$ cat config.mk
export PLATFORM = sky130hd
export DESIGN_NAME = char_lcd_bus_controller
export DESIGN_NICKNAME = d
export VERILOG_FILES = /design/src/hdl/lcdbc_pkg.sv /design/src/hdl/lcdbc_fifo.sv /design/src/hdl/lcdbc_front.sv /design/src/hdl/lcdbc_back.sv /design/src/hdl/char_lcd_bus_controller.sv
export SDC_FILE = /design/constraint.sdc
export NUM_CORES = 1
export LEC_CHECK = 0
export BUFFER_PORTS_ARGS = -buffer_cell sky130_fd_sc_hd__buf_4
export CORE_UTILIZATION = 40
export CTS_BUF_LIST = sky130_fd_sc_hd__clkbuf_8
export CTS_CLUSTER_DIAMETER = 200
export DETAILED_ROUTE_END_ITERATION = 8
export GPL_TIMING_DRIVEN = 0
export PLACE_DENSITY = 0.56
export REMOVE_ABC_BUFFERS = 1
export SLEW_MARGIN = 20
export SYNTH_ARGS = -nofsm -noshare
export SYNTH_HDL_FRONTEND = slang
export SYNTH_SLANG_ARGS = --single-unit
$ cat constraint.sdc
create_clock -name clk -period 5.85 [get_ports clk]
set_input_delay 0.8775 -clock clk [delete_from_list [all_inputs] [get_ports clk]]
set_output_delay 0.8775 -clock clk [all_outputs]
set_load 0.005 [all_outputs]
$ cat src/hdl/lcdbc_pkg.sv
package lcdbc_pkg;

  // Request codes carried in the cmd field.
  typedef enum logic [2:0] {
    CMD_WRITE_CMD  = 3'd0,
    CMD_WRITE_CHAR = 3'd1,
    CMD_INIT       = 3'd2,
    CMD_SAMPLE     = 3'd3,
    CMD_TICK       = 3'd4
  } cmd_t;

  typedef enum logic [1:0] {
    STROBE_WRITE = 2'd0,
    STROBE_READ  = 2'd1,
    STROBE_PAUSE = 2'd2
  } strobe_kind_t;

  // Busy-poll phase of the front end.
  typedef enum logic [1:0] {
    PH_IDLE,
    PH_WAIT_HI,
    PH_WAIT_LO
  } phase_t;

  // Where the initialise sequence stands.
  typedef enum logic [1:0] {
    STAGE_NONE,
    STAGE_FIRST,
    STAGE_SECOND,
    STAGE_THIRD
  } init_stage_t;

  // Kinds of record run handed from front to back.
  typedef enum logic [1:0] {
    JOB_READ,
    JOB_PAUSE,
    JOB_WRITE,
    JOB_INIT
  } job_kind_t;

  typedef struct packed {
    logic [2:0] cmd;
    logic [7:0] byte_value;
  } req_t;

  typedef struct packed {
    strobe_kind_t strobe_kind;
    logic         reg_select;
    logic         read_not_write;
    logic [7:0]   bus_value;
    logic [15:0]  delay_after_us;
    logic         failed;
    logic         last;
  } rec_t;

  typedef struct packed {
    logic        four_bit_mode;
    logic [15:0] busy_timeout_ticks;
  } cfg_t;

  typedef struct packed {
    job_kind_t  kind;
    logic [7:0] data;
    logic       rs;
    logic       four_bit;
    logic       poll_after;
    logic       failed;
    logic [3:0] last_idx;
  } job_t;

  localparam int unsigned REG_IDX_FOUR_BIT = 0;
  localparam int unsigned REG_IDX_TIMEOUT  = 1;
  localparam logic [15:0] TIMEOUT_RESET    = 16'd1000;
  localparam logic [7:0]  CYR_BASE         = 8'hC0;

  // Character codes from 0xC0 up map through this table.
  localparam logic [7:0] CYR_MAP [64] = '{
    8'h41, 8'hA0, 8'h42, 8'hA1, 8'hE0, 8'h45, 8'hA3, 8'hA4,
    8'hA5, 8'hA6, 8'h4B, 8'hA7, 8'h4D, 8'h48, 8'h4F, 8'hA8,
    8'h50, 8'h43, 8'h54, 8'hA9, 8'hAA, 8'h58, 8'hE1, 8'hAB,
    8'hAC, 8'hE2, 8'hAD, 8'hAE, 8'h62, 8'hAF, 8'hB0, 8'hB1,
    8'h61, 8'hB2, 8'hB3, 8'hB4, 8'hE3, 8'h65, 8'hB6, 8'hB7,
    8'hB8, 8'hB9, 8'hBA, 8'hBB, 8'hBC, 8'hBD, 8'h6F, 8'hBE,
    8'h70, 8'h63, 8'hBF, 8'h79, 8'hE4, 8'h78, 8'hE5, 8'hC0,
    8'hC1, 8'hE6, 8'hC2, 8'hC3, 8'hC4, 8'hC5, 8'hC6, 8'hC7
  };

endpackage

$ cat src/hdl/lcdbc_fifo.sv
module lcdbc_fifo #(
  parameter int WIDTH = 8,
  parameter int DEPTH = 2
) (
  input  logic             clk,
  input  logic             rst,
  input  logic             wr_en,
  input  logic [WIDTH-1:0] wr_data,
  output logic             full,
  input  logic             rd_en,
  output logic [WIDTH-1:0] rd_data,
  output logic             empty
);

  localparam int AW = $clog2(DEPTH);
  localparam int CW = $clog2(DEPTH + 1);

  logic [WIDTH-1:0] mem [DEPTH];
  logic [AW-1:0]    wr_ptr;
  logic [AW-1:0]    rd_ptr;
  logic [CW-1:0]    count;
  logic             do_wr;
  logic             do_rd;

  assign full    = (count == CW'(DEPTH));
  assign empty   = (count == '0);
  assign do_wr   = wr_en && !full;
  assign do_rd   = rd_en && !empty;
  assign rd_data = mem[rd_ptr];

  always_ff @(posedge clk) begin
    if (do_wr) begin
      mem[wr_ptr] <= wr_data;
    end
  end

  always_ff @(posedge clk) begin
    if (rst) begin
      wr_ptr <= '0;
      rd_ptr <= '0;
      count  <= '0;
    end else begin
      if (do_wr) begin
        wr_ptr <= (wr_ptr == AW'(DEPTH - 1)) ? '0 : wr_ptr + 1'b1;
      end
      if (do_rd) begin
        rd_ptr <= (rd_ptr == AW'(DEPTH - 1)) ? '0 : rd_ptr + 1'b1;
      end
      if (do_wr && !do_rd) begin
        count <= count + 1'b1;
      end else if (do_rd && !do_wr) begin
        count <= count - 1'b1;
      end
    end
  end

endmodule

$ cat src/hdl/lcdbc_front.sv
module lcdbc_front (
  input  logic              clk,
  input  logic              rst,
  input  lcdbc_pkg::cfg_t   cfg,
  input  logic              accept,
  input  lcdbc_pkg::req_t   req,
  output logic              job_push,
  output lcdbc_pkg::job_t   job
);
  import lcdbc_pkg::*;

  typedef enum logic [2:0] {
    ACT_NONE,
    ACT_START_CMD,
    ACT_START_INIT,
    ACT_TICK,
    ACT_HIGH_NIBBLE,
    ACT_REPOLL,
    ACT_FINISH_OK,
    ACT_FINISH_FAIL
  } action_t;

  phase_t      phase, phase_next;
  init_stage_t init_stage, init_stage_next;
  logic [7:0]  pending_byte, pending_byte_next;
  logic        pending_rs, pending_rs_next;
  logic [3:0]  high_nibble_seen, high_nibble_seen_next;
  logic [15:0] timeout_count, timeout_count_next;
  logic        failure_flag, failure_flag_next;

  action_t     action;
  logic [7:0]  busy_data;
  logic [7:0]  char_byte;

  assign busy_data = (phase == PH_WAIT_LO) ? {high_nibble_seen, req.byte_value[3:0]}
                                           : req.byte_value;
  assign char_byte = (req.cmd == CMD_WRITE_CHAR && req.byte_value >= CYR_BASE)
                     ? CYR_MAP[req.byte_value[5:0]] : req.byte_value;

  // Classify the accepted request.
  always_comb begin
    action = ACT_NONE;
    if (accept) begin
      if (phase == PH_IDLE) begin
        if (req.cmd == CMD_WRITE_CMD || req.cmd == CMD_WRITE_CHAR) begin
          action = ACT_START_CMD;
        end else if (req.cmd == CMD_INIT) begin
          action = ACT_START_INIT;
        end
      end else if (req.cmd == CMD_TICK) begin
        action = ACT_TICK;
      end else if (req.cmd == CMD_SAMPLE) begin
        if (phase == PH_WAIT_HI && cfg.four_bit_mode) begin
          action = ACT_HIGH_NIBBLE;
        end else if (!busy_data[7]) begin
          action = ACT_FINISH_OK;
        end else if (timeout_count >= cfg.busy_timeout_ticks) begin
          action = ACT_FINISH_FAIL;
        end else begin
          action = ACT_REPOLL;
        end
      end
    end
  end

  // Next state.
  always_comb begin
    phase_next            = phase;
    init_stage_next       = init_stage;
    pending_byte_next     = pending_byte;
    pending_rs_next       = pending_rs;
    high_nibble_seen_next = high_nibble_seen;
    timeout_count_next    = timeout_count;
    failure_flag_next     = failure_flag;
    unique case (action)
      ACT_NONE: begin
      end
      ACT_START_CMD: begin
        pending_rs_next       = req.cmd[0];
        pending_byte_next     = char_byte;
        init_stage_next       = STAGE_NONE;
        timeout_count_next    = '0;
        high_nibble_seen_next = '0;
        phase_next            = PH_WAIT_HI;
      end
      ACT_START_INIT: begin
        failure_flag_next     = 1'b0;
        init_stage_next       = STAGE_FIRST;
        timeout_count_next    = '0;
        high_nibble_seen_next = '0;
        phase_next            = PH_WAIT_HI;
      end
      ACT_TICK: begin
        if (timeout_count != '1) begin
          timeout_count_next = timeout_count + 1'b1;
        end
      end
      ACT_HIGH_NIBBLE: begin
        high_nibble_seen_next = req.byte_value[3:0];
        phase_next            = PH_WAIT_LO;
      end
      ACT_REPOLL: begin
        phase_next = PH_WAIT_HI;
      end
      ACT_FINISH_OK, ACT_FINISH_FAIL: begin
        if (action == ACT_FINISH_FAIL) begin
          failure_flag_next = 1'b1;
        end
        unique case (init_stage)
          STAGE_FIRST: begin
            if (action == ACT_FINISH_OK) begin
              init_stage_next       = STAGE_SECOND;
              timeout_count_next    = '0;
              high_nibble_seen_next = '0;
              phase_next            = PH_WAIT_HI;
            end else begin
              init_stage_next = STAGE_NONE;
              phase_next      = PH_IDLE;
            end
          end
          STAGE_SECOND: begin
            init_stage_next       = STAGE_THIRD;
            timeout_count_next    = '0;
            high_nibble_seen_next = '0;
            phase_next            = PH_WAIT_HI;
          end
          STAGE_THIRD, STAGE_NONE: begin
            init_stage_next = STAGE_NONE;
            phase_next      = PH_IDLE;
          end
          default: begin
            init_stage_next = STAGE_NONE;
            phase_next      = PH_IDLE;
          end
        endcase
      end
      default: begin
      end
    endcase
  end

  // Run description for the back end.
  always_comb begin
    job_push       = 1'b0;
    job.kind       = JOB_READ;
    job.data       = '0;
    job.rs         = 1'b0;
    job.four_bit   = cfg.four_bit_mode;
    job.poll_after = 1'b0;
    job.failed     = failure_flag_next;
    job.last_idx   = '0;
    unique case (action)
      ACT_NONE, ACT_TICK: begin
      end
      ACT_START_CMD, ACT_HIGH_NIBBLE, ACT_REPOLL: begin
        job_push = 1'b1;
      end
      ACT_START_INIT: begin
        job_push     = 1'b1;
        job.kind     = JOB_INIT;
        job.last_idx = cfg.four_bit_mode ? 4'd13 : 4'd7;
      end
      ACT_FINISH_OK, ACT_FINISH_FAIL: begin
        job_push = 1'b1;
        unique case (init_stage)
          STAGE_FIRST: begin
            if (action == ACT_FINISH_FAIL) begin
              job.kind = JOB_PAUSE;
            end
          end
          STAGE_SECOND: begin
            job.kind       = JOB_WRITE;
            job.data       = 8'h0F;
            job.poll_after = 1'b1;
            job.last_idx   = cfg.four_bit_mode ? 4'd2 : 4'd1;
          end
          STAGE_THIRD: begin
            job.kind     = JOB_WRITE;
            job.data     = 8'h01;
            job.last_idx = cfg.four_bit_mode ? 4'd1 : 4'd0;
          end
          default: begin
            job.kind     = JOB_WRITE;
            job.data     = pending_byte;
            job.rs       = pending_rs;
            job.last_idx = cfg.four_bit_mode ? 4'd1 : 4'd0;
          end
        endcase
      end
      default: begin
      end
    endcase
  end

  always_ff @(posedge clk) begin
    if (rst) begin
      phase            <= PH_IDLE;
      init_stage       <= STAGE_NONE;
      pending_byte     <= '0;
      pending_rs       <= 1'b0;
      high_nibble_seen <= '0;
      timeout_count    <= '0;
      failure_flag     <= 1'b0;
    end else begin
      phase            <= phase_next;
      init_stage       <= init_stage_next;
      pending_byte     <= pending_byte_next;
      pending_rs       <= pending_rs_next;
      high_nibble_seen <= high_nibble_seen_next;
      timeout_count    <= timeout_count_next;
      failure_flag     <= failure_flag_next;
    end
  end

endmodule

$ cat src/hdl/lcdbc_back.sv
module lcdbc_back (
  input  logic            clk,
  input  logic            rst,
  input  logic            job_empty,
  input  lcdbc_pkg::job_t job,
  output logic            job_pop,
  input  logic            rec_full,
  output logic            rec_push,
  output lcdbc_pkg::rec_t rec
);
  import lcdbc_pkg::*;

  localparam logic [15:0] POWER_UP_US = 16'd40000;

  // Power-up write sequence, one entry per byte.
  function automatic logic [7:0] init_byte(input logic [2:0] i, input logic four);
    case (i)
      3'd0, 3'd1: init_byte = 8'h30;
      3'd2:       init_byte = four ? 8'h28 : 8'h38;
      3'd3:       init_byte = 8'h80;
      3'd4:       init_byte = 8'h01;
      3'd5:       init_byte = 8'h06;
      default:    init_byte = 8'h00;
    endcase
  endfunction

  function automatic logic [15:0] init_delay(input logic [2:0] i);
    case (i)
      3'd0, 3'd1, 3'd3: init_delay = 16'd37;
      3'd4:             init_delay = 16'd2000;
      default:          init_delay = 16'd0;
    endcase
  endfunction

  logic [3:0] k;
  logic       at_last;

  assign at_last  = (k == job.last_idx);
  assign rec_push = !job_empty && !rec_full;
  assign job_pop  = rec_push && at_last;

  always_comb begin
    logic [3:0] j;
    logic [2:0] i;
    logic       hi;
    logic       is_write;
    logic [7:0] b;
    j        = k - 4'd1;
    i        = job.four_bit ? j[3:1] : j[2:0];
    hi       = 1'b0;
    is_write = 1'b0;
    b        = '0;
    rec                = '0;
    rec.strobe_kind    = STROBE_READ;
    rec.read_not_write = 1'b1;
    rec.failed         = job.failed;
    rec.last           = at_last;
    unique case (job.kind)
      JOB_READ: begin
      end
      JOB_PAUSE: begin
        rec.strobe_kind    = STROBE_PAUSE;
        rec.read_not_write = 1'b0;
      end
      JOB_WRITE: begin
        is_write = job.four_bit ? (k <= 4'd1) : (k == 4'd0);
        hi       = job.four_bit && (k == 4'd0);
        if (is_write) begin
          rec.strobe_kind    = STROBE_WRITE;
          rec.read_not_write = 1'b0;
          rec.reg_select     = job.rs;
          rec.bus_value      = hi ? {4'd0, job.data[7:4]}
                             : job.four_bit ? {4'd0, job.data[3:0]} : job.data;
        end
      end
      JOB_INIT: begin
        if (k == 4'd0) begin
          rec.strobe_kind    = STROBE_PAUSE;
          rec.read_not_write = 1'b0;
          rec.delay_after_us = POWER_UP_US;
        end else if (!at_last) begin
          hi                 = job.four_bit && !j[0];
          b                  = init_byte(i, job.four_bit);
          rec.strobe_kind    = STROBE_WRITE;
          rec.read_not_write = 1'b0;
          rec.bus_value      = hi ? {4'd0, b[7:4]}
                             : job.four_bit ? {4'd0, b[3:0]} : b;
          rec.delay_after_us = hi ? 16'd0 : init_delay(i);
        end
      end
      default: begin
      end
    endcase
  end

  always_ff @(posedge clk) begin
    if (rst) begin
      k <= '0;
    end else if (rec_push) begin
      k <= at_last ? 4'd0 : k + 4'd1;
    end
  end

endmodule

$ cat src/hdl/char_lcd_bus_controller.sv
// Channel   Direction  Handshake            Payload
// request   in         push / full          cmd, byte_value
// record    out        pop / empty          strobe_kind .. last (one strobe record)
// config    in         APB psel/penable     four_bit_mode @0x0, busy_timeout_ticks @0x4
//
// The front end takes one request per cycle while its run queue has room and updates
// the busy-poll state in that same cycle. The back end expands each run (1 to 14 records;
// initialise in 4-bit mode is the longest) into strobe records at one per cycle while
// the record queue has room; that sequencer sets the rate. Reset (rst, synchronous)
// empties both queues and restores the register defaults. A full record queue stalls
// only the back end; the front keeps going until the run queue fills, then raises full.
module char_lcd_bus_controller #(
  parameter int QUEUE_DEPTH = 2
) (
  input  logic             clk,
  input  logic             rst,
  input  logic             push,
  output logic             full,
  input  lcdbc_pkg::req_t  request,
  input  logic             pop,
  output logic             empty,
  output lcdbc_pkg::rec_t  record,
  input  logic             psel,
  input  logic             penable,
  input  logic             pwrite,
  input  logic [2:0]       paddr,
  input  logic [31:0]      pwdata,
  output logic [31:0]      prdata,
  output logic             pready
);
  import lcdbc_pkg::*;

  cfg_t  cfg;
  logic  cfg_we;
  logic  accept;
  logic  job_push;
  job_t  job_in;
  job_t  job_head;
  logic  job_full;
  logic  job_empty;
  logic  job_pop;
  logic  rec_push;
  logic  rec_full;
  rec_t  rec_in;

  // The register file: the word index is address bit 2.
  assign pready = 1'b1;
  assign cfg_we = psel && penable && pwrite && pready;

  always_ff @(posedge clk) begin
    if (rst) begin
      cfg.four_bit_mode      <= 1'b0;
      cfg.busy_timeout_ticks <= TIMEOUT_RESET;
    end else if (cfg_we) begin
      if (paddr[2] == 1'(REG_IDX_FOUR_BIT)) begin
        cfg.four_bit_mode <= pwdata[0];
      end else begin
        cfg.busy_timeout_ticks <= pwdata[15:0];
      end
    end
  end

  always_comb begin
    if (paddr[2] == 1'(REG_IDX_TIMEOUT)) begin
      prdata = {16'd0, cfg.busy_timeout_ticks};
    end else begin
      prdata = {31'd0, cfg.four_bit_mode};
    end
  end

  // A request is taken whenever the run queue has room, even while records
  // from earlier requests are still waiting at the output.
  assign full   = job_full;
  assign accept = push && !full;

  lcdbc_front u_front (
    .clk      (clk),
    .rst      (rst),
    .cfg      (cfg),
    .accept   (accept),
    .req      (request),
    .job_push (job_push),
    .job      (job_in)
  );

  lcdbc_fifo #(
    .WIDTH ($bits(job_t)),
    .DEPTH (QUEUE_DEPTH)
  ) u_job_q (
    .clk     (clk),
    .rst     (rst),
    .wr_en   (job_push),
    .wr_data (job_in),
    .full    (job_full),
    .rd_en   (job_pop),
    .rd_data (job_head),
    .empty   (job_empty)
  );

  lcdbc_back u_back (
    .clk       (clk),
    .rst       (rst),
    .job_empty (job_empty),
    .job       (job_head),
    .job_pop   (job_pop),
    .rec_full  (rec_full),
    .rec_push  (rec_push),
    .rec       (rec_in)
  );

  // Output queue: parts the record sequencer from the consumer.
  lcdbc_fifo #(
    .WIDTH ($bits(rec_t)),
    .DEPTH (QUEUE_DEPTH)
  ) u_rec_q (
    .clk     (clk),
    .rst     (rst),
    .wr_en   (rec_push),
    .wr_data (rec_in),
    .full    (rec_full),
    .rd_en   (pop),
    .rd_data (record),
    .empty   (empty)
  );

  // Both queues come out of reset empty.
  a_reset_empty: assert property (@(posedge clk) rst |=> empty && !full)
    else $error("queues not empty after reset");

  // Read strobes release the bus and drive nothing.
  a_read_shape: assert property (@(posedge clk) disable iff (rst)
    (!empty && record.strobe_kind == STROBE_READ) |->
      (record.read_not_write && record.bus_value == 8'd0 &&
       record.delay_after_us == 16'd0 && !record.reg_select))
    else $error("malformed read strobe record");

  // Writes and pauses never raise RW.
  a_write_rw: assert property (@(posedge clk) disable iff (rst)
    (!empty && record.strobe_kind != STROBE_READ) |-> !record.read_not_write)
    else $error("RW high on a write or pause record");

  // A run is only retired from the run queue on its last record.
  a_job_retire: assert property (@(posedge clk) disable iff (rst)
    job_pop |-> (rec_push && rec_in.last))
    else $error("run retired before its last record");

endmodule

==> flow_metrics.env, run 1 <==
export IMPL_ctsResizeCount=0
export IMPL_hold_buffers=0
export IMPL_slew_viol_final=0
export IMPL_synth_top_area_share=0.261
export IMPL_dr_pass1_iters=5
export IMPL_worstSetupStartpointType="flip-flop"
export IMPL_cts_buffers=17
export IMPL_track_usage=0.179
export IMPL_clk_pin_slew_ns=0.08
export IMPL_critPathMaxStageDelay_ns=0.62
export IMPL_ys_warn_count=0
export IMPL_cp_max_fo=5
export IMPL_fillers=1773
export IMPL_postSynth_asyncResetShare=0
export IMPL_hold_path_end="cfg[10]"
export IMPL_maxCapViolCount=0
export IMPL_dp_cells=1098
export IMPL_top_usage_layer="met2"
export IMPL_crit_family="simple AND/OR/NAND/NOR gates"
export IMPL_yosys_top_cells_count="nor2_1 (72), nand2_1 (71), edfxtp_1 (68)"
export IMPL_dr_total_vias=6102
export IMPL_hold_viol=0
export IMPL_gp_congestion=0.858
export IMPL_synthTopCellsByArea="edfxtp_1 (26%), dfxtp_1 (16%), ha_1 (5.7%)"
export IMPL_synth_edf_count=68
export IMPL_rsz0062_at_grt="false"
export IMPL_rows=50
export IMPL_path_cells="inv_1 -> ha_1 -> nand2b_1 -> a2111oi_0 -> nor4b_1 -> nor4_2 -> o21ai_1 -> nand3_1 -> ha_1 -> or3_1 -> a21oi_1"
export IMPL_seqPwrFrac=0.420
export IMPL_grt_pass1_wl_um=28800
export IMPL_p_leak_nw=3.30
export IMPL_start_util=0.413
export IMPL_gr_total_overflow=0
export IMPL_area_growth_pct=13.6
export IMPL_coreArea_um2=19000
export IMPL_place_hpwl_um=12600
export IMPL_grt_max_degree=44
export IMPL_min_period_over_period=0.603
export IMPL_total_power_mw=2.67
export IMPL_wire_per_inst_um=15.4
export IMPL_synth_flop_cell="edfxtp_1"
export IMPL_setup_viol=0
export IMPL_hold_depth=2
export IMPL_pin_count=118
export IMPL_htreeDepth=4
export IMPL_gr_usage_met1=0.234
export IMPL_period_minus_slack_ns=3.53
export IMPL_crit_type="reg2reg"
export IMPL_clockBufferDepth=2
export IMPL_met3_usage=0.0323
export IMPL_cp_end_kind="flip-flop"
export IMPL_cts_tree="built"
export IMPL_viasPerCell=5.40
export IMPL_yosysMostFrequentCell="nor2_1"
export IMPL_p_sw_frac=0.285
export IMPL_stdcell_count=1130
export IMPL_fp_dieArea_um2=20100
export IMPL_max_slew_margin=0.304
export IMPL_ff2ff_path_depth=11
export IMPL_r2r_setup_slack_ns=2.32
export IMPL_antenna_found_initial=0
export IMPL_utilization=0.469
export IMPL_ys_seq_elements=130
export IMPL_hold_path_class="reg2reg"
export IMPL_grt_pass1_vias=5817
export IMPL_switchingPower_mw=0.758
export IMPL_regArea_um2=3280
export IMPL_n_antenna_cell=0
export IMPL_hold_ws_ns=0.456
export IMPL_netlist_area_um2=7830
export IMPL_worst_slew_pin_slew_ns=1.04
export IMPL_p_clk_frac=0.341
export IMPL_synth_top_cell_by_area="edfxtp_1"
export IMPL_critPathBufInv=1
export IMPL_port_buffer_count=78
export IMPL_remaining_drc_errors=0
export IMPL_syn_inst=814
export IMPL_cellPowerDensity_nw_per_um2=300
export IMPL_layout_drive_gt1_share=0.201
export IMPL_root_buffer="clkbuf_8"
export IMPL_die_w_um=142
export IMPL_multi_input_area_um2=4050
export IMPL_reg2reg_from="u_front.timeout_count[0]"
export IMPL_post_cts_buffers=0
export IMPL_grt_util_met2=0.297
export IMPL_avgSynthCellArea_um2=9.62
export IMPL_insertion_delay_ns=0.44
export IMPL_die_h_um=142
export IMPL_status="completed"
export IMPL_ir_drop_mv=0.144
export IMPL_drt_wl_total_um=17400
export IMPL_r2r_end="u_job_q.count[1]"
export IMPL_yosysUniqueCellTypes=85
export IMPL_cp_common_cell="ha_1"
export IMPL_crit_required_ns=6.22
export IMPL_drt_iter0_drc=362
export IMPL_crit_slowest_cell="nor4_2"
export IMPL_tns_ns=0
export IMPL_intPower_mw=1.91
export IMPL_min_from="cfg[10]"
export IMPL_final_nets=946
export IMPL_synth_seq_area_share=0.419
export IMPL_combinationalPowerShare=0.239
export IMPL_antenna_left=0
export IMPL_fmax_mhz=283
export IMPL_skew_ns=0.00992
export IMPL_cts_sinks=130
export IMPL_cp_data_arrival_time_ns=3.90
[cells in the final DEF, fill, tap and decap left out, types with 7 or more instances in the layout]
master    instances
buf_4            78
nand2_1          71
nor2_1           70
edfxtp_1         68
dfxtp_1          62
a21oi_1          47
inv_1            40
o21ai_0          36
ha_1             36
nand3_1          31
nand4_1          22
mux2_2           22
conb_1           21
o211ai_1         19
mux2i_1          18
clkbuf_8         17
nand2b_1         10
xor2_1           10
and3_1           10
xnor2_1           9
nor2b_1           9
or3_1             7
mux4_2            7
[power groups by stage]
stage	logic (mW)	registers [mW]	clock network [mW]
5_1_grt	0.703	1.13	0.968
3_3_place_gp	0.613	1.14	0
3_5_place_dp	0.634	1.14	0
4_1_cts	0.638	1.12	0.926
6_report	0.636	1.12	0.909
2_1_floorplan	0.387	1.12	0
[per-stage QoR]
step                      setup slack (ns)  cell area, µm²
after global routing                  1.92            8900
after floorplan                       2.36            7470
final                                 2.32            8900
after CTS                             2.13            8890
after global placement                1.52            8380
after detailed placement              1.89            8420
[tightest hold or removal path: cells and delay by family, from the launching register on]
family | cells | cell delay, ns
and+or+nand+nor | 1 | 0.05
AOI/OAI and AO/OA | 1 | 0.05
DFF | 1 | 0.31
[cell type report]
type | count | area share
well taps | 260 | 0.0366
flip-flops and latches | 130 | 0.369
inverters | 41 | 0.0173
multi-input cells | 587 | 0.456
repair buffers | 80 | 0.0684
clock buffers | 17 | 0.0263
clock inverters | 15 | 0.0267
[how the worst max path moves through the flow]
stage | from | endpoint | slack, ns | depth (start not counted)
CTS | u_front.timeout_count[10] | u_front.timeout_count[9] | 2.13 | 8
detailed placement | request[10] | u_front.timeout_count[5] | 1.89 | 8
global route | u_front.timeout_count[0] | u_job_q.count[1] | 1.92 | 11
floorplan | request[10] | u_job_q.mem[1][0] | 2.36 | 6
global placement | request[8] | u_job_q.mem[1][14] | 1.52 | 7
finish | u_front.timeout_count[0] | u_job_q.count[1] | 2.32 | 11
[logic make-up (layout without fill, tap and decap cells)]
family	after synthesis	in the layout	share of synthesized area
adders and majority gates	36	36	0.0575
other	2	21	0.000959
xor gates and xnor gates	19	19	0.0212
DFF	130	130	0.419
AOI/OAI and AO/OA	181	181	0.163
and+or+nand+nor	283	283	0.188
buffers and inverters	116	153	0.0755
muxes	47	47	0.0747
[layer usage]
metal  vias up  wire, µm  part of all wire
met5         -         0                 0
met4         0       206             0.012
met3        24       791             0.045
met2       181      8350              0.48
met1      2871      8080              0.46
li1       3026         -                 -
[state kept, by name (all words and copies together) (netlist names), 2 cells and up, named ones only]
register,cells
u_front.timeout_count,16
cfg,17
u_rec_q.count,2
u_job_q.count,2
u_front.pending_byte,8
u_back.k,4
u_rec_q.mem,34
u_front.init_stage,2
u_job_q.mem,34
u_front.phase,2
No activity file was read; power rests on OpenSTA's default activity.
==> run 2: changes to the inputs <==
- PLACE_DENSITY: 0.56 -> 0.59
- clock period: 5.85 -> 3.05 ns (I/O delays scaled with it)
==> flow_metrics.env, run 2 (same netlist as run 1, synthesis figures left out) <==
export IMPL_antenna_left=0
export IMPL_htreeDepth=4
export IMPL_worstSetupStartpointType="flip-flop"
export IMPL_n_antenna_cell=0
export IMPL_period_minus_slack_ns=2.96
export IMPL_cts_tree="built"
export IMPL_dr_pass1_iters=4
export IMPL_area_growth_pct=14.5
export IMPL_coreArea_um2=19000
export IMPL_insertion_delay_ns=0.46
export IMPL_p_leak_nw=3.34
export IMPL_mostFrequentLayoutCells="buf_4 (83), nand2_1 (70), nor2_1 (69), edfxtp_1 (68), dfxtp_1 (60)"
export IMPL_fmax_mhz=338
export IMPL_ir_drop_mv=0.303
export IMPL_detailedPlace_worstSlack_ns=-0.474
export IMPL_final_nets=953
export IMPL_antenna_found_initial=0
export IMPL_grt_max_degree=44
export IMPL_grt_pass1_vias=5441
export IMPL_hold_depth=3
export IMPL_clockBufferDepth=2
export IMPL_die_w_um=142
export IMPL_viasPerCell=5.33
export IMPL_status="completed"
export IMPL_wire_per_inst_um=14.8
export IMPL_path_cells="inv_1 -> ha_1 -> nand2b_4 -> a2111oi_4 -> nor4b_4 -> or4_4 -> nand3_4 -> nand3_2 -> ha_4 -> xor2_1 -> or3_1 -> a21oi_1"
export IMPL_setup_viol=0
export IMPL_min_period_over_period=0.970
export IMPL_post_route_cell_area_um2=8970
export IMPL_track_usage=0.172
export IMPL_critPathMaxStageDelay_ns=0.57
export IMPL_port_buffer_count=78
export IMPL_crit_slowest_cell="or4_4"
export IMPL_dr_total_vias=6059
export IMPL_root_buffer="clkbuf_8"
export IMPL_cp_max_fo=4
export IMPL_clk_pin_slew_ns=0.09
export IMPL_worst_slew_pin_slew_ns=1.05
export IMPL_crit_type="reg2reg"
export IMPL_remaining_drc_errors=0
export IMPL_pin_count=118
export IMPL_max_slew_margin=0.300
export IMPL_start_util=0.413
export IMPL_skew_ns=0.0130
export IMPL_gp_congestion=0.845
export IMPL_hold_buffers=0
export IMPL_post_dp_cell_area_um2=8440
export IMPL_cp_end_kind="flip-flop"
export IMPL_drt_wl_total_um=16800
export IMPL_drt_iter0_drc=282
export IMPL_gr_total_overflow=0
export IMPL_ff2ff_path_depth=12
export IMPL_cp_data_arrival_time_ns=3.35
export IMPL_grt_pass1_wl_um=27200
export IMPL_hold_viol=0
export IMPL_rsz0062_at_grt="false"
export IMPL_utilization=0.473
export IMPL_hold_path_class="in2reg"
export IMPL_crit_required_ns=3.44
export IMPL_reg_top3="u_job_q.mem x34, u_rec_q.mem x34, cfg x17"
export IMPL_maxCapViolCount=0
export IMPL_rows=50
export IMPL_cts_buffers=17
export IMPL_slew_viol_final=0
export IMPL_layout_drive_gt1_share=0.221
export IMPL_place_hpwl_um=11600
export IMPL_hold_ws_ns=0.212
export IMPL_cts_sinks=130
export IMPL_fin_ws_ns=0.0907
export IMPL_die_h_um=142
export IMPL_fp_dieArea_um2=20100
export IMPL_cellPowerDensity_nw_per_um2=546
export IMPL_final_common_cell="buf_4"
run 2: cell types whose count changed in the layout (fill, tap and decap cells not counted), moves of 2 or more:
cell       previous run  this run
buf_4                78        83
bufinv_16             6         2
inv_8                 0         4
clkinv_1              4         2
dfxtp_1              62        60
inv_6                 1         3
run 2: metrics by stage:
stage | TNS (ns) | std cells | total power [mW]
after floorplan | -10.35 | 758 | 2.90
after global placement | -46.53 | 1096 | 3.38
after detailed placement | -15.40 | 1099 | 3.41
after CTS | 0 | 1134 | 4.95
after global routing | 0 | 1137 | 5.17
final | 0 | 1137 | 4.89
run 2: worst paths after layout:
kind | from | to | slack [ns]
max | u_front.timeout_count[0] | u_job_q.count[1] | 0.09
min | pwdata[7] | cfg[7] | 0.21
max reg2reg | u_front.timeout_count[0] | u_job_q.count[1] | 0.09
min reg2reg | cfg[4] | cfg[4] | 0.46
run 2: final cells by class:
class | instances | area, µm²
sequential | 130 | 3290
clock buffer | 17 | 234
multi-input combinational | 588 | 4140
inverter | 41 | 154
clock inverter | 15 | 173
fill | 1800 | 9990
tap | 260 | 325
timing repair buffer | 86 | 657
run 2: timing repair:
| item | CTS | global route |
|---|---|---|
| gates resized for setup | 8 | 7 |
| endpoints found under the hold margin | 0 | 0 |
| endpoints found under the setup margin | 54 | 46 |
| buffers inserted | 2 | 3 |
| pin swaps | 4 | 4 |
| gates cloned | 1 | 0 |
run 2: critical path: cells and delay by family, from the launching register on:
kind	cells	cell delay (ns)
buffers and inverters	1	0.04
adder cells (fa/ha/maj)	2	0.51
AO/OA/AOI/OAI	2	0.48
AND/OR/NAND/NOR	6	1.35
XOR/XNOR	1	0.14
flip-flops	1	0.37
run 2: power breakdown:
part           internal [mW]  switching, mW  total [mW]  leakage, nW
Combinational          0.593          0.636        1.23         2.01
Clock                  0.751          0.770        1.52        0.202
Sequential              2.03          0.114        2.14         1.13
Total                   3.37           1.52        4.89         3.34
run 2: per-layer routing:
metal | GRT usage | routed length (µm)
met1 | 0.230 | 8110
met3 | 0.0347 | 767
met4 | 0.0736 | 293
met2 | 0.271 | 7620
met5 | 0 | 0
==> run 3: changes to the inputs <==
==> constraint.sdc (replaced) <==
create_clock -name clk -period 2.7 [get_ports clk]
set_input_delay 0 -clock clk [delete_from_list [all_inputs] [get_ports clk]]
set_output_delay 0 -clock clk [all_outputs]
set_load 0.005 [all_outputs]
==> flow_metrics.env, run 3 (same netlist as run 1, synthesis figures left out) <==
export IMPL_grt_pass1_wl_um=28400
export IMPL_cp_max_fo=3
export IMPL_path_cells="inv_2 -> ha_4 -> nand2b_4 -> a2111oi_4 -> nor4b_4 -> or4_4 -> nand3_4 -> nand3_4 -> ha_4 -> xor2_1 -> or3_1 -> a21oi_2"
export IMPL_critPathMaxStageDelay_ns=0.53
export IMPL_worst_slew_pin_slew_ns=0.837
export IMPL_grt_max_degree=44
export IMPL_cellPowerDensity_nw_per_um2=576
export IMPL_dp_cells=1099
export IMPL_fp_dieArea_um2=20100
export IMPL_place_hpwl_um=11600
export IMPL_hold_ws_ns=-0.00174
export IMPL_track_usage=0.179
export IMPL_mostFrequentLayoutCells="buf_4 (104), nand2_1 (70), nor2_1 (69), edfxtp_1 (68)"
export IMPL_drt_wl_total_um=17700
export IMPL_cts_buffers=17
export IMPL_highest_layer="met4"
export IMPL_hold_viol=1
export IMPL_htreeDepth=4
export IMPL_cp_data_arrival_time_ns=3.15
export IMPL_skew_ns=0.0153
export IMPL_remaining_drc_errors=0
export IMPL_hold_depth=2
export IMPL_layout_drive_gt1_share=0.271
export IMPL_drt_iter0_drc=315
export IMPL_period_minus_slack_ns=2.76
export IMPL_intPower_mw=3.92
export IMPL_area_growth_pct=25.7
export IMPL_utilization=0.519
export IMPL_combinationalPowerShare=0.270
export IMPL_violations="negative hold slack, negative setup slack"
export IMPL_worstSetupStartpointType="flip-flop"
export IMPL_cts_tree="built"
export IMPL_rsz0062_at_grt="true"
export IMPL_ir_drop_mv=0.347
export IMPL_reg2reg_from="u_front.timeout_count[0]"
export IMPL_die_h_um=142
export IMPL_clk_pin_slew_ns=0.08
export IMPL_setup_viol=1
export IMPL_gr_total_overflow=0
export IMPL_ff2ff_path_depth=12
export IMPL_r2r_end="u_job_q.count[1]"
export IMPL_root_buffer="clkbuf_8"
export IMPL_p_clk_frac=0.303
export IMPL_dr_pass1_iters=5
export IMPL_fin_ws_ns=-0.0586
export IMPL_detailedPlace_worstSlack_ns=-0.824
export IMPL_hold_path_class="in2reg"
export IMPL_clockBufferDepth=2
export IMPL_insertion_delay_ns=0.46
export IMPL_port_buffer_count=78
export IMPL_dr_total_vias=6313
export IMPL_die_w_um=142
export IMPL_seqPwrFrac=0.427
export IMPL_reg_top3="u_job_q.mem x34, u_rec_q.mem x34, cfg x17"
export IMPL_p_leak_nw=3.71
export IMPL_coreArea_um2=19000
export IMPL_tns_ns=-0.0586
export IMPL_final_nets=1019
export IMPL_routed_wl_met3_um=893
export IMPL_drt_met1_wl_um=8280
export IMPL_rows=50
export IMPL_cp_end_kind="flip-flop"
export IMPL_gp_congestion=0.845
export IMPL_crit_type="reg2reg"
export IMPL_p_sw_frac=0.309
export IMPL_viasPerCell=5.25
export IMPL_status="finished, violations left"
export IMPL_slew_viol_final=0
export IMPL_hold_path_end="u_job_q.count[0]"
export IMPL_antenna_found_initial=0
export IMPL_max_slew_margin=0.441
export IMPL_final_common_cell="buf_4"
export IMPL_n_antenna_cell=0
export IMPL_fmax_mhz=363
export IMPL_stdcell_count=1203
export IMPL_maxCapViolCount=0
export IMPL_min_period_over_period=1.02
export IMPL_wire_per_inst_um=14.7
export IMPL_fillers=1717
export IMPL_dr_wl_met2_um=8320
export IMPL_min_from="rst"
export IMPL_switchingPower_mw=1.76
export IMPL_pin_count=118
export IMPL_r2r_setup_slack_ns=-0.06
export IMPL_cts_sinks=130
export IMPL_crit_slowest_cell="or4_4"
export IMPL_start_util=0.413
export IMPL_antenna_left=0
export IMPL_crit_required_ns=3.09
export IMPL_grt_pass1_vias=5745
run 3: changes by cell type in the layout (fill, tap and decap cells not counted), sizes merged:
| cell | previous run | this run |
|---|---|---|
| buf | 86 | 110 |
| dlygate4sd3 | 0 | 41 |
| clkbuf | 17 | 18 |
run 3: final cells by class:
cell class | instances | area [µm²] | area share
Timing Repair Buffer | 152 | 1310 | 0.133
Tap cell | 260 | 325 | 0.0330
Clock buffer | 17 | 234 | 0.0238
Multi-Input combinational cell | 588 | 4340 | 0.441
Sequential cell | 130 | 3310 | 0.336
Clock inverter | 15 | 173 | 0.0175
Inverter | 41 | 154 | 0.0156
run 3: power by group through the flow:
stage | clock network (mW) | logic [mW] | registers [mW]
floorplan | 0 | 0.838 | 2.43
global placement | 0 | 1.34 | 2.47
detailed placement | 0 | 1.38 | 2.47
CTS | 1.76 | 1.49 | 2.43
global route | 1.85 | 1.70 | 2.45
finish | 1.72 | 1.53 | 2.42
run 3: what timing repair did:
item,4_1_cts,5_1_grt
buffers inserted,10,19
resized for setup,39,28
pin swaps,19,10
hold endpoints to repair,32,0
hold buffers,41,0
cloned,1,1
endpoints found under the setup margin,104,72
run 3: how the worst max path moves through the flow:
stage | slack, ns | start | endpoint
2_1_floorplan | -0.67 | u_front.timeout_count[0] | u_job_q.mem[1][0]
3_3_place_gp | -1.57 | u_front.timeout_count[0] | u_job_q.mem[1][7]
3_5_place_dp | -0.82 | u_front.timeout_count[0] | u_job_q.mem[1][7]
4_1_cts | -0.1 | u_front.timeout_count[0] | u_job_q.count[1]
5_1_grt | -0.15 | u_front.timeout_count[0] | u_job_q.count[1]
6_report | -0.06 | u_front.timeout_count[0] | u_job_q.count[1]
run 3: metrics by stage:
stage / cell area [µm²] / power [mW]
finish: 9840 / 5.67
global route: 9840 / 5.99
CTS: 9530 / 5.68
detailed placement: 8440 / 3.85
global placement: 8380 / 3.81
floorplan: 7470 / 3.27
run 3: worst max-delay path: cells and delay by family, from the launching register on:
family	cells	cell delay (ns)
AO/OA/AOI/OAI	2	0.45
XOR/XNOR	1	0.13
adder cells (fa/ha/maj)	2	0.42
buffers and inverters	1	0.04
flip-flops	1	0.36
AND/OR/NAND/NOR	6	1.27
run 3: per-layer routing:
metal  vias to the layer above  track usage
met3                        14       0.0343
met5                         -            0
li1                       3166            -
met1                      2947        0.236
met4                         0       0.0719
met2                       186        0.290
